### src/design/lfia_pkg.sv
// Shared types and codes for the lowest-free ID allocator.
package lfia_pkg;

    // Width of the ID fields on the item channels
    localparam int ID_W = 16;

    // Request codes
    localparam logic FUNC_ALLOC   = 1'b0;
    localparam logic FUNC_RELEASE = 1'b1;

    // Register byte address
    localparam logic [1:0] ADDR_FIRST_FRESH = 2'd0;

    typedef enum logic [1:0] {
        STATUS_OK        = 2'd0,
        STATUS_FULL      = 2'd1,
        STATUS_EXHAUSTED = 2'd2
    } status_t;

    typedef struct packed {
        logic            func;
        logic [ID_W-1:0] released_id;
    } in_item_t;

    typedef struct packed {
        logic [ID_W-1:0] result_id;
        logic            reused;
        status_t         status;
    } out_item_t;

    // Operation broadcast to every cell of the freed-ID row
    typedef struct packed {
        logic insert;
        logic pop;
    } cell_op_t;

endpackage

### src/design/lfia_cell.sv
// One slot of the sorted freed-ID row: on insert keeps, shifts in or takes the new ID; on pop takes its right neighbor.
module lfia_cell
    import lfia_pkg::*;
#(
    parameter int ID_BITS = 16
)
(
    input  logic               clk,
    input  logic               rst_n,
    input  cell_op_t           op,
    input  logic [ID_BITS-1:0] new_id,
    input  logic               left_occ,
    input  logic [ID_BITS-1:0] left_data,
    input  logic               right_occ,
    input  logic [ID_BITS-1:0] right_data,
    output logic               occ,
    output logic [ID_BITS-1:0] data
);

    logic               occ_reg;
    logic               occ_next;
    logic [ID_BITS-1:0] data_reg;
    logic [ID_BITS-1:0] data_next;
    logic               keep;

    // Equal entries stay ahead of the new ID
    assign keep = occ_reg && (data_reg <= new_id);

    // Insert shifts the tail right by one; pop shifts everything left; idle holds
    always_comb
    begin
        occ_next  = occ_reg;
        data_next = data_reg;
        if (op.insert)
        begin
            occ_next = occ_reg | left_occ;
            if (!keep)
            begin
                if (left_occ && (left_data > new_id))
                begin
                    data_next = left_data;
                end
                else
                begin
                    data_next = new_id;
                end
            end
        end
        else if (op.pop)
        begin
            occ_next  = right_occ;
            data_next = right_data;
        end
    end

    always_ff @(posedge clk or negedge rst_n)
    begin
        if (!rst_n)
        begin
            occ_reg <= 1'b0;
        end
        else
        begin
            occ_reg <= occ_next;
        end
    end

    // Payload needs no reset
    always_ff @(posedge clk)
    begin
        data_reg <= data_next;
    end

    assign occ  = occ_reg;
    assign data = data_reg;

endmodule

### src/design/lowest_free_id_allocator_unit.sv
// Top level of the lowest-free ID allocator: request/result channels, register, cell row.
//
// Usage: each transfer on the request channel (in_valid/in_ready, in_item) is either an
// allocate (func 0) or a release (func 1) of released_id. Every request yields exactly one
// transfer on the result channel (out_valid/out_ready, out_item). Allocates hand out the
// smallest released ID first (duplicates are kept and handed out once per release), then
// fresh IDs from a counter; status flags a release into a full store or an exhausted counter.
// The result sits in an output register the cycle after the request transfer. Throughput is
// one request per cycle while the output register is free or being emptied, set by the row of
// FREE_DEPTH compare cells, which performs a sorted insert or head pop for each request.
// When the receiver stalls the output register holds its result and in_ready stays high only
// if the pending result is taken in the same cycle.
// The APB register first_fresh_id (address 0) reloads the fresh counter when written; write
// it only while no request is outstanding.
// Reset empties the freed store, clears the register and the fresh counter to zero, and
// leaves the result channel empty.
module lowest_free_id_allocator_unit
    import lfia_pkg::*;
#(
    parameter int FREE_DEPTH = 16,
    parameter int ID_BITS    = 16
)
(
    input  logic        clk,
    input  logic        rst_n,
    input  logic        in_valid,
    output logic        in_ready,
    input  in_item_t    in_item,
    output logic        out_valid,
    input  logic        out_ready,
    output out_item_t   out_item,
    input  logic        psel,
    input  logic        penable,
    input  logic        pwrite,
    input  logic [1:0]  paddr,
    input  logic [31:0] pwdata,
    output logic [31:0] prdata,
    output logic        pready
);

    logic                in_xfer;
    logic                cfg_wr;
    logic                is_release;
    logic                full;
    logic                have_freed;
    cell_op_t            op;
    logic [ID_BITS-1:0]  rel_id;
    logic [ID_W-1:0]     rel_field;
    logic [ID_W-1:0]     head_field;
    logic [ID_W-1:0]     fresh_field;
    logic [ID_BITS:0]    cnt_load;

    logic [ID_W-1:0]     first_fresh_reg;
    logic [ID_BITS:0]    fresh_cnt_reg;
    logic [ID_BITS:0]    fresh_cnt_next;
    logic                out_valid_reg;
    logic                out_valid_next;
    out_item_t           out_item_reg;
    out_item_t           out_item_next;

    logic                occ_w  [FREE_DEPTH];
    logic [ID_BITS-1:0]  data_w [FREE_DEPTH];

    // Handshakes
    assign in_ready = !out_valid_reg || out_ready;
    assign in_xfer  = in_valid && in_ready;
    assign cfg_wr   = psel && penable && pwrite && (paddr == ADDR_FIRST_FRESH);
    assign pready   = 1'b1;
    assign prdata   = (paddr == ADDR_FIRST_FRESH) ? {{(32-ID_W){1'b0}}, first_fresh_reg} : '0;

    // Width adaptation between the 16-bit fields and the internal ID width
    generate
        if (ID_BITS > ID_W)
        begin : g_wide
            assign rel_id      = {{(ID_BITS-ID_W){1'b0}}, in_item.released_id};
            assign rel_field   = in_item.released_id;
            assign head_field  = data_w[0][ID_W-1:0];
            assign fresh_field = fresh_cnt_reg[ID_W-1:0];
            assign cnt_load    = {{(ID_BITS+1-ID_W){1'b0}}, pwdata[ID_W-1:0]};
        end
        else if (ID_BITS == ID_W)
        begin : g_same
            assign rel_id      = in_item.released_id;
            assign rel_field   = in_item.released_id;
            assign head_field  = data_w[0];
            assign fresh_field = fresh_cnt_reg[ID_BITS-1:0];
            assign cnt_load    = {1'b0, pwdata[ID_W-1:0]};
        end
        else
        begin : g_narrow
            assign rel_id      = in_item.released_id[ID_BITS-1:0];
            assign rel_field   = {{(ID_W-ID_BITS){1'b0}}, rel_id};
            assign head_field  = {{(ID_W-ID_BITS){1'b0}}, data_w[0]};
            assign fresh_field = {{(ID_W-ID_BITS){1'b0}}, fresh_cnt_reg[ID_BITS-1:0]};
            // A value above the ID range parks the counter in the exhausted state
            assign cnt_load    = (|pwdata[ID_W-1:ID_BITS])
                                 ? {1'b1, {ID_BITS{1'b0}}}
                                 : {1'b0, pwdata[ID_BITS-1:0]};
        end
    endgenerate

    // Store status seen from the ends of the row
    assign is_release = (in_item.func == FUNC_RELEASE);
    assign full       = occ_w[FREE_DEPTH-1];
    assign have_freed = occ_w[0];

    assign op.insert = in_xfer && is_release && !full;
    assign op.pop    = in_xfer && !is_release && have_freed;

    // Row of freed-ID cells; cell 0 sees an occupied, zero-valued left neighbor
    generate
        for (genvar i = 0; i < FREE_DEPTH; i++)
        begin : g_cell
            logic               l_occ;
            logic [ID_BITS-1:0] l_data;
            logic               r_occ;
            logic [ID_BITS-1:0] r_data;

            if (i == 0)
            begin : g_first
                assign l_occ  = 1'b1;
                assign l_data = '0;
            end
            else
            begin : g_mid
                assign l_occ  = occ_w[i-1];
                assign l_data = data_w[i-1];
            end

            if (i == FREE_DEPTH-1)
            begin : g_last
                assign r_occ  = 1'b0;
                assign r_data = '0;
            end
            else
            begin : g_rest
                assign r_occ  = occ_w[i+1];
                assign r_data = data_w[i+1];
            end

            lfia_cell #(
                .ID_BITS (ID_BITS)
            ) u_cell (
                .clk        (clk),
                .rst_n      (rst_n),
                .op         (op),
                .new_id     (rel_id),
                .left_occ   (l_occ),
                .left_data  (l_data),
                .right_occ  (r_occ),
                .right_data (r_data),
                .occ        (occ_w[i]),
                .data       (data_w[i])
            );
        end
    endgenerate

    // Result and fresh counter update
    always_comb
    begin
        fresh_cnt_next = fresh_cnt_reg;
        out_item_next  = out_item_reg;
        out_valid_next = out_valid_reg && !out_ready;
        if (cfg_wr)
        begin
            fresh_cnt_next = cnt_load;
        end
        if (in_xfer)
        begin
            out_valid_next       = 1'b1;
            out_item_next.reused = 1'b0;
            out_item_next.status = STATUS_OK;
            priority if (is_release)
            begin
                out_item_next.result_id = rel_field;
                out_item_next.status    = full ? STATUS_FULL : STATUS_OK;
            end
            else if (have_freed)
            begin
                out_item_next.result_id = head_field;
                out_item_next.reused    = 1'b1;
            end
            else if (fresh_cnt_reg[ID_BITS])
            begin
                out_item_next.result_id = '0;
                out_item_next.status    = STATUS_EXHAUSTED;
            end
            else
            begin
                out_item_next.result_id = fresh_field;
                fresh_cnt_next          = fresh_cnt_reg + 1'b1;
            end
        end
    end

    always_ff @(posedge clk or negedge rst_n)
    begin
        if (!rst_n)
        begin
            first_fresh_reg <= '0;
            fresh_cnt_reg   <= '0;
            out_valid_reg   <= 1'b0;
        end
        else
        begin
            if (cfg_wr)
            begin
                first_fresh_reg <= pwdata[ID_W-1:0];
            end
            fresh_cnt_reg <= fresh_cnt_next;
            out_valid_reg <= out_valid_next;
        end
    end

    // Result payload
    always_ff @(posedge clk)
    begin
        out_item_reg <= out_item_next;
    end

    assign out_valid = out_valid_reg;
    assign out_item  = out_item_reg;

endmodule

### config.mk
export PLATFORM = sky130hd
export DESIGN_NAME = lowest_free_id_allocator_unit
export DESIGN_NICKNAME = d
export VERILOG_FILES = /design/src/design/lfia_pkg.sv /design/src/design/lfia_cell.sv /design/src/design/lowest_free_id_allocator_unit.sv
export SDC_FILE = /design/constraint.sdc
export NUM_CORES = 1
export LEC_CHECK = 0
export ABC_AREA = 1
export BUFFER_PORTS_ARGS = -buffer_cell sky130_fd_sc_hd__buf_2
export CORE_UTILIZATION = 65
export CTS_CLUSTER_DIAMETER = 80
export DETAILED_ROUTE_END_ITERATION = 12
export GPL_ROUTABILITY_DRIVEN = 0
export PLACE_DENSITY = 0.8
export SLEW_MARGIN = 15
export SYNTH_ARGS = -nofsm -noshare
export SYNTH_HDL_FRONTEND = slang
export SYNTH_SLANG_ARGS = --single-unit
### constraint.sdc
create_clock -name clk -period 7.6 [get_ports clk]
set_clock_uncertainty 0.2 [all_clocks]
set_input_delay 0.76 -clock clk [delete_from_list [all_inputs] [get_ports clk]]
set_output_delay 0.76 -clock clk [all_outputs]
set_load 0.1 [all_outputs]
* Yosys cells after proc, flatten, opt, wreduce, memory -nomap -nowiden *
Index checks and enable logic that the tools add are counted.

storage, ports and cells
  memory bits (writable) = 0
  memories kept = 0
  output and inout port bits = 54
  ROM bits = 0
  bits in registers = 325
  bits of input ports = 58
  bits in latches = 0

cells by class
  equality and inequality tests = 16
  bitwise gates (word level) = 15
  multipliers = 0
  $lt $le $gt $ge = 32
  reductions and logical operators = 63
  divide/modulo/power cells = 0
  shift-type cells = 0
  add/subtract/negate cells = 1
  muxes and demuxes = 111

operators with widths
  cell                                                                             number
  16-bit two-way mux                                                               68
  16-bit less-or-equal comparator                                                  16
  16-bit greater-than comparator                                                   15
  17-bit two-way mux                                                               5
  1-bit logical AND                                                                40
  1-bit two-way mux                                                                35
  2-bit != test, second input constant                                             16
  2-bit AND reduction                                                              16
  17-bit by 1-bit adder with 17-bit output, second input constant                  1
  1-bit by 16-bit greater-than comparator with 1-bit output, first input constant  1
  1-bit OR                                                                         15
  2-bit two-way mux                                                                3
  1-bit logical NOT                                                                4
  2-bit logical NOT                                                                1
  2-bit nonzero test                                                               1
  1-bit logical OR                                                                 1

* Depth between registers and ports, before layout *
Gate-level depths: netlist of run 1.

  depth after elaboration = 8
  gate-level depth with buffers = 16
  depth with buffers taken out = 15

* Modules after synthesis *
From an unflattened synthesis of run 1, not the netlist that was laid out.

second synthesis, totals
  cell total of the unflattened synthesis = 4437
  area, all modules = 34141.5 µm²

modules (own cells, without submodules)
  module                         instances  cells each  area each (µm²)  seq. area each (µm²)
  lfia_cell                      16         254         1946.9           505.5
  lowest_free_id_allocator_unit  1          373         2991.6           1421.4

* Least setup slack after synthesis of run 1 *
No wires, ideal clock.

  kind = register -> register
  start = reg out_valid_reg, in the netlist out_valid
  end = reg g_cell[11].u_cell.data_reg[0] (enable)
  period minus slack after synthesis = 4.179 ns
  path buffers = 2
  cell stages (with the launch flop) = 8
  arrival time = 3.568 ns
  path slack = 3.421 ns
  cells stage by stage = dfrtp_1 nand2_2 nand2_2 inv_2 nand3_1 buf_4 buf_2 o21ai_0

on the way
  word-level cells in the longest chain between the ends = 7

RTL lines
  element                                                                      RTL line                                                                    RTL
  from (decl)                                                                  lowest_free_id_allocator_unit.sv:56                                         logic out_valid_reg;
  from (signal assigned)                                                       lowest_free_id_allocator_unit.sv:211                                        out_valid_reg <= out_valid_next;
  1-bit logical NOT (*)                                                        lowest_free_id_allocator_unit.sv:65                                         assign in_ready = !out_valid_reg || out_ready;
  1-bit logical OR (*)                                                         lowest_free_id_allocator_unit.sv:65
  named net in_ready                                                           lowest_free_id_allocator_unit.sv:27                                         output logic in_ready,
  1-bit logical AND (*)                                                        lowest_free_id_allocator_unit.sv:66                                         assign in_xfer = in_valid && in_ready;
  named net in_xfer                                                            lowest_free_id_allocator_unit.sv:41                                         logic in_xfer;
  1-bit logical AND (on tied branches) (2 in series)                           lowest_free_id_allocator_unit.sv:107, lowest_free_id_allocator_unit.sv:108
  2-bit != test (no source line) / 2-bit nonzero test (equally long branches)  -
  2-bit AND reduction (no source line) (*)                                     -
  to (signal assigned)                                                         lfia_cell.sv:71                                                             data_reg <= data_next;
  to (decl)                                                                    lfia_cell.sv:22                                                             logic [ID_BITS-1:0] data_reg;

The timed path passes the listed nets; every way through them passes the cells marked *.
A chain may end at the register's enable or synchronous reset.

* Final worst setup path of run 1 *
  start = reg out_valid_reg, in the netlist out_valid
  end = reg g_cell[12].u_cell.data_reg[15] (data pin)

on the way
  word-level cells in the longest chain between the ends = 6

RTL lines
  element                                    RTL line                              RTL
  1-bit logical NOT                          lowest_free_id_allocator_unit.sv:65
  1-bit logical OR                           lowest_free_id_allocator_unit.sv:65
  1-bit logical AND                          lowest_free_id_allocator_unit.sv:66
  named net in_xfer                          lowest_free_id_allocator_unit.sv:41
  1-bit logical AND (2 in series)            lowest_free_id_allocator_unit.sv:107  assign op.insert = in_xfer && is_release && !full;
  16-bit two-way mux                         lfia_cell.sv:34                       if (op.insert)
  named net g_cell[12].u_cell.data_next[15]  lfia_cell.sv:23                       logic [ID_BITS-1:0] data_next;
  to (signal assigned)                       lfia_cell.sv:71
  to (decl)                                  lfia_cell.sv:22

The timed path passes the listed nets, and every way through them passes these cells.

==> results of run 1 <==
cell usage in the layout, fill, tap and decap left out, types with 39 or more instances in the layout:
cell	count
a21oi_1	121
buf_2	78
clkbuf_16	39
dfrtp_1	50
edfxtp_1	275
ha_1	241
inv_1	385
nand2_1	1016
nand3_1	251
nand4_1	256
nor2_1	122
o21ai_0	60
critical path, cell delays in order, from the launching register on:
cell and delay [ns]:
dfrtp_1 0.38, nand2_2 0.09, nand2_2 0.11, inv_2 0.41, nand3_4 0.90, inv_6 0.82
buf_4 0.91, nand3_1 0.22, nand2_1 0.12
cell families after synthesis:
group | count (synthesis) | share of synthesized area [%]
AOI/OAI and AO/OA | 263 | 6.130
xor gates and xnor gates | 6 | 0.2160
adders and majority gates | 241 | 12.39
buffers and inverters | 592 | 10.21
DFF | 325 | 39.08
other | 2 | 0.03087
and+or+nand+nor | 1718 | 31.94
cells in the mapped netlist, drive strengths merged:
master	count
o221ai	15
xor2	5
dfrtp	50
conb	2
a22oi	18
nor2	128
edfxtp	275
nand3	283
xnor2	1
o22ai	3
clkbuf	64
a32oi	1
o211a	1
nor4	1
o211ai	4
a21oi	121
nand3b	1
a21o	14
o21ai	79
clkinv	17
inv	392
a221o	1
nor3	14
o21a	1
a31oi	3
ha	241
or2	1
nand4	256
nand2	1034
o21bai	2
buf	119
metrics by stage:
stage / hold WS, ns / setup slack (ns) / util [%]
floorplan: 0.2644 / 3.421 / -
global placement: 0.2994 / 2.932 / 67.32
detailed placement: 0.3115 / 2.793 / 67.32
CTS: 0.1198 / 3.245 / 70.69
global route: 0.1720 / 2.929 / 70.70
finish: 0.1221 / 3.220 / 70.70
worst max-delay path by stage:
| stage | end | slack, ns | from | depth (start not counted) |
|---|---|---|---|---|
| 2_1_floorplan | g_cell[11].u_cell.data[0] | 3.42 | out_valid | 7 |
| 3_3_place_gp | g_cell[0].u_cell.data[4] | 2.93 | out_ready | 9 |
| 3_5_place_dp | g_cell[0].u_cell.data[5] | 2.79 | out_ready | 9 |
| 4_1_cts | g_cell[0].u_cell.data[1] | 3.25 | out_valid | 7 |
| 5_1_grt | g_cell[14].u_cell.data[0] | 2.93 | out_valid | 8 |
| 6_report | g_cell[12].u_cell.data[15] | 3.22 | out_valid | 8 |
final cells by class:
class / instances / area (sq um)
timing repair buffer: 114 / 660.6
inverter: 409 / 1540
clock buffer: 57 / 1104
clock inverter: 12 / 131.4
tap: 468 / 585.6
fill: 2858 / 10750
multi-input combinational: 2245 / 12410
sequential: 325 / 9509
power by group through the flow:
stage                     Clock (uW)  Sequential [uW]  Combinational [uW]
after CTS                       1850             2460                1700
after global routing            1910             2490                1930
final                           1840             2470                1720
after floorplan                    0             2440                1340
after detailed placement           0             2490                1680
after global placement             0             2480                1600
routing by layer:
layer / wire [um] / share of wire (%) / vias to the layer above
li1: - / - / 10550
met4: 2103 / 3.3 / 0
met1: 26850 / 42 / 10189
met3: 5806 / 9.0 / 165
met5: 0 / 0 / -
met2: 29930 / 46 / 1107
==> metrics.cfg, run 1 <==
[sta]
rsz0062_at_grt=false
min_period_ns=4.380
finalSetupViolations=0
fin_crit_sh_pct=57.63
hold_viol_final=0
report.final.slew_viol_count=0
relSlewSlack_pct=28.71
max_freq_mhz=228.3
fin_setup_tns_ns=0
worst_slew_pin_slew_ns=1.069

[power]
p_int_uw=3843
power_density_nw_per_um2=232.4
ir_drop_mv=0.1546
power_uw=6028
p_seq_share_pct=41.0
clkPwrFrac_pct=30.5
leakage_uw=0.01287
power_switching_uw=2185
combPwrFrac_pct=28.6
switching_share_pct=36.24

[global_route]
grt_first_pass_wirelength_um=104700
use_met2_pct=55.62
busiest_layer=met2
grt_pass1_vias=21008
grt_start_max_net_pins=103
met3_usage_pct=5.371
gr-usage-all-layers_pct=33.87
grt_util_met1_pct=44.99
grt_overflow_total=0
grt_antenna_before_repair=0

[clock_network]
clk_pin_slew_ns=0.06
cts_sinks=325
numCtsBuffers=38
clock_latency_ns=0.58
cts_resized=0
root_buffer=clkbuf_16
ctsHoldBuffers=0
post_cts_buffers=0
clk_path_buf_depth=3
cts_tree=built
htreeDepth=2

[finish]
largest_reg_flops=256
stdcell_count=3630
layout.nets=3432
fin_area_sq_um=25940
drive_gt1_share_pct=7.559
areaGrowthSynthToFinish_pct=6.628
num_antenna_cells=0

[placement]
place_area_sq_um=24710
placed_cells=3561
portBuffers=78
dp_hpwl_um=45660

[synthesis]
netlist_area_sq_um=24330
yosysSeqAreaShare_pct=39.08
avgSynthCellArea_sq_um=7.731
synth_top_cell_by_area=edfxtp_1
ys_ff_latch=325
synth_area_leaders=edfxtp_1, nand2_1, ha_1, nand4_1, inv_1
post-synth-top-area-fraction_pct=33.94
netlist_instances=3147
synthDistinctLibCells=45
yosys_warnings=0

[critical_path]
r2r_setup_slack_ns=3.22
start_kind=flop
critPathCaptureType=flop
critical_path_class=reg -> reg
required_ns=7.83
reg2reg_to=g_cell[12].u_cell.data[15]
ff2ff_path_depth=8
r2r-start=out_valid
cp.arrival_ns=4.61
cp_max_fo=96

[detailed_routing]
dr.pass1.iters=8
vias_per_cell=6.064
num_vias=22011
drt_iter0_markers=2161
routed_wl_um=64690
drc=0
detail_route.wl_per_cell_um=17.82
ant_nets=0

[run]
maxCapViolations=0

[floorplan]
die_h_um=195.5
floorplan.initialDensity_pct=66.30
rows=70
core_area_sq_um=36700
io-pin-count=112
die_w_um=195.5
dieArea_sq_um=38210

[hold_path]
hold_class=in -> async

[outcome]
status=completed

Power figures use the tool's default switching activity.
==> run 2: changes to the inputs <==
CORE_UTILIZATION = 63   (was 65)
PLACE_DENSITY = 0.77   (was 0.8)
clock period = 4.2 ns   (was 7.6 ns; I/O delays follow)
==> metrics.cfg, run 2 (synthesized netlist as in run 1, its figures left out) <==
[critical_path]
cp.arrival_ns=3.90  ; -0.71 ns
start_kind=input pin
r2r-start=out_valid
critical_path_class=in -> reg
cp_max_fo=18  ; -81%
required_ns=4.25  ; -3.58 ns
startpoint=in_item[15]
critPathCaptureType=flop
r2r_setup_slack_ns=0.90  ; -2.32 ns

[placement]
place_area_sq_um=25020  ; +1.3%
portBuffers=78  ; unchanged
dp_hpwl_um=47260  ; +3.5%

[floorplan]
die_w_um=198.5  ; +1.6%
core_area_sq_um=37840  ; +3.1%
rows=71  ; +1.4%
dieArea_sq_um=39410  ; +3.1%
die_h_um=198.5  ; +1.6%
io-pin-count=112  ; unchanged
floorplan.initialDensity_pct=64.29  ; -2.0 points

[global_route]
grt_start_max_net_pins=185  ; +80%
grt_pass1_vias=21096  ; +0.42%
grt_antenna_before_repair=0  ; unchanged
grt_first_pass_wirelength_um=107500  ; +2.7%
grt_overflow_total=0  ; unchanged
met3_usage_pct=4.900  ; -0.47 points
gr-usage-all-layers_pct=34.19  ; +0.32 points
busiest_layer=met2
grt_util_met1_pct=45.16  ; +0.17 points
use_met2_pct=56.28  ; +0.66 points

[finish]
drive_gt1_share_pct=8.055  ; +0.50 points
num_antenna_cells=0  ; unchanged
areaGrowthSynthToFinish_pct=8.413
mostFrequentLayoutCell=nand2_1
mostFrequentLayoutCells=nand2_1, inv_1, edfxtp_1
largest_reg_flops=256  ; unchanged
fin_area_sq_um=26380  ; +1.7%
post-route-util_pct=69.70  ; -0.99 points
layout.nets=3474  ; +1.2%

[detailed_routing]
detail_route.wl_per_cell_um=17.85  ; +0.15%
num_vias=21952  ; -0.27%
ant_nets=0  ; unchanged
drt_iter0_markers=2251  ; +4.2%
routed_wl_um=66280  ; +2.5%
drc=0  ; unchanged
vias_per_cell=5.911  ; -2.5%
dr.pass1.iters=6  ; -2

[sta]
hold_ws_ns=0.1814  ; +0.05929 ns
relSlewSlack_pct=30.06  ; +1.4 points
fin_setup_tns_ns=0  ; unchanged
rsz0062_at_grt=false
fin_crit_sh_pct=91.58
hold_viol_final=0  ; unchanged
finalSetupViolations=0  ; unchanged
report.final.slew_viol_count=0  ; unchanged
worst_slew_pin_slew_ns=1.043  ; -0.02676 ns
min_period_ns=3.846
max_freq_mhz=260.0

[clock_network]
cts_resized=0  ; unchanged
htreeDepth=2  ; unchanged
numCtsBuffers=38  ; unchanged
clk_pin_slew_ns=0.06  ; about the same
cts_tree=built
root_buffer=clkbuf_16
cts_sinks=325  ; unchanged
clock_latency_ns=0.57  ; about the same
clk_path_buf_depth=3  ; unchanged

[power]
ir_drop_mv=0.4401  ; +180%
leakage_uw=0.01306  ; +1.5%
power_density_nw_per_um2=409.7  ; +76%

[outcome]
status=completed

[hold_path]
hold_start=in_item[16]
hold_class=in -> reg

[run]
maxCapViolations=0  ; unchanged

run 2: where the power goes:
part	leakage, uW	switching [uW]	internal [uW]
sequential	0.00315	417	4060
combinational	0.00934	2160	987
clock	0.000568	1380	1810
run 2: final cells by class:
| cell class | instances | area, sq um |
|---|---|---|
| Sequential cell | 325 | 9509 |
| Fill cell | 3058 | 11470 |
| Tap cell | 511 | 639.4 |
| Inverter | 409 | 1540 |
| Clock inverter | 11 | 60.06 |
| Clock buffer | 57 | 1096 |
| Timing Repair Buffer | 156 | 1126 |
| Multi-Input combinational cell | 2245 | 12410 |
run 2: what timing repair did:
item,4_1_cts,5_1_grt
buffers inserted,0,0
hold endpoints to repair,78,0
hold buffers,20,0
run 2: final timing paths:
| check | end | cells past startpoint |
|---|---|---|
| setup / recovery | g_cell[1].u_cell.data[12] | 12 |
| hold / removal | out_item[0] | 3 |
| setup reg to reg | g_cell[6].u_cell.data[8] | 7 |
| hold reg to reg | g_cell[14].u_cell.data[15] | 2 |
| max in group asynchronous | g_cell[7].u_cell.occ | 3 |
| min in group asynchronous | first_fresh_reg[12] | 3 |
run 2: stage by stage:
step	setup slack (ns)	power, uW	instances
final	0.3536	10810	3714
after global placement	0.4622	7437	3626
after floorplan	0.02094	6826	3162
after detailed placement	0.3625	7589	3626
after global routing	0.1632	11360	3714
after CTS	0.4356	10770	3714
run 2: worst max-delay path, cell delays in order:
cell	delay, ns
dlygate4sd3_1	0.53
buf_2	0.12
clkinv_1	0.65
buf_12	0.44
ha_1	0.31
nand2_1	0.09
o21ai_0	0.23
a21oi_1	0.09
nand2_2	0.28
a21oi_1	0.11
o21ai_1	0.32
buf_4	0.28
run 2: metal layers:
layer | share of wire (%) | vias to the layer above
met5 | 0 | -
met4 | 4.0 | 0
met3 | 7.8 | 162
met2 | 46 | 975
met1 | 42 | 10178
li1 | - | 10637
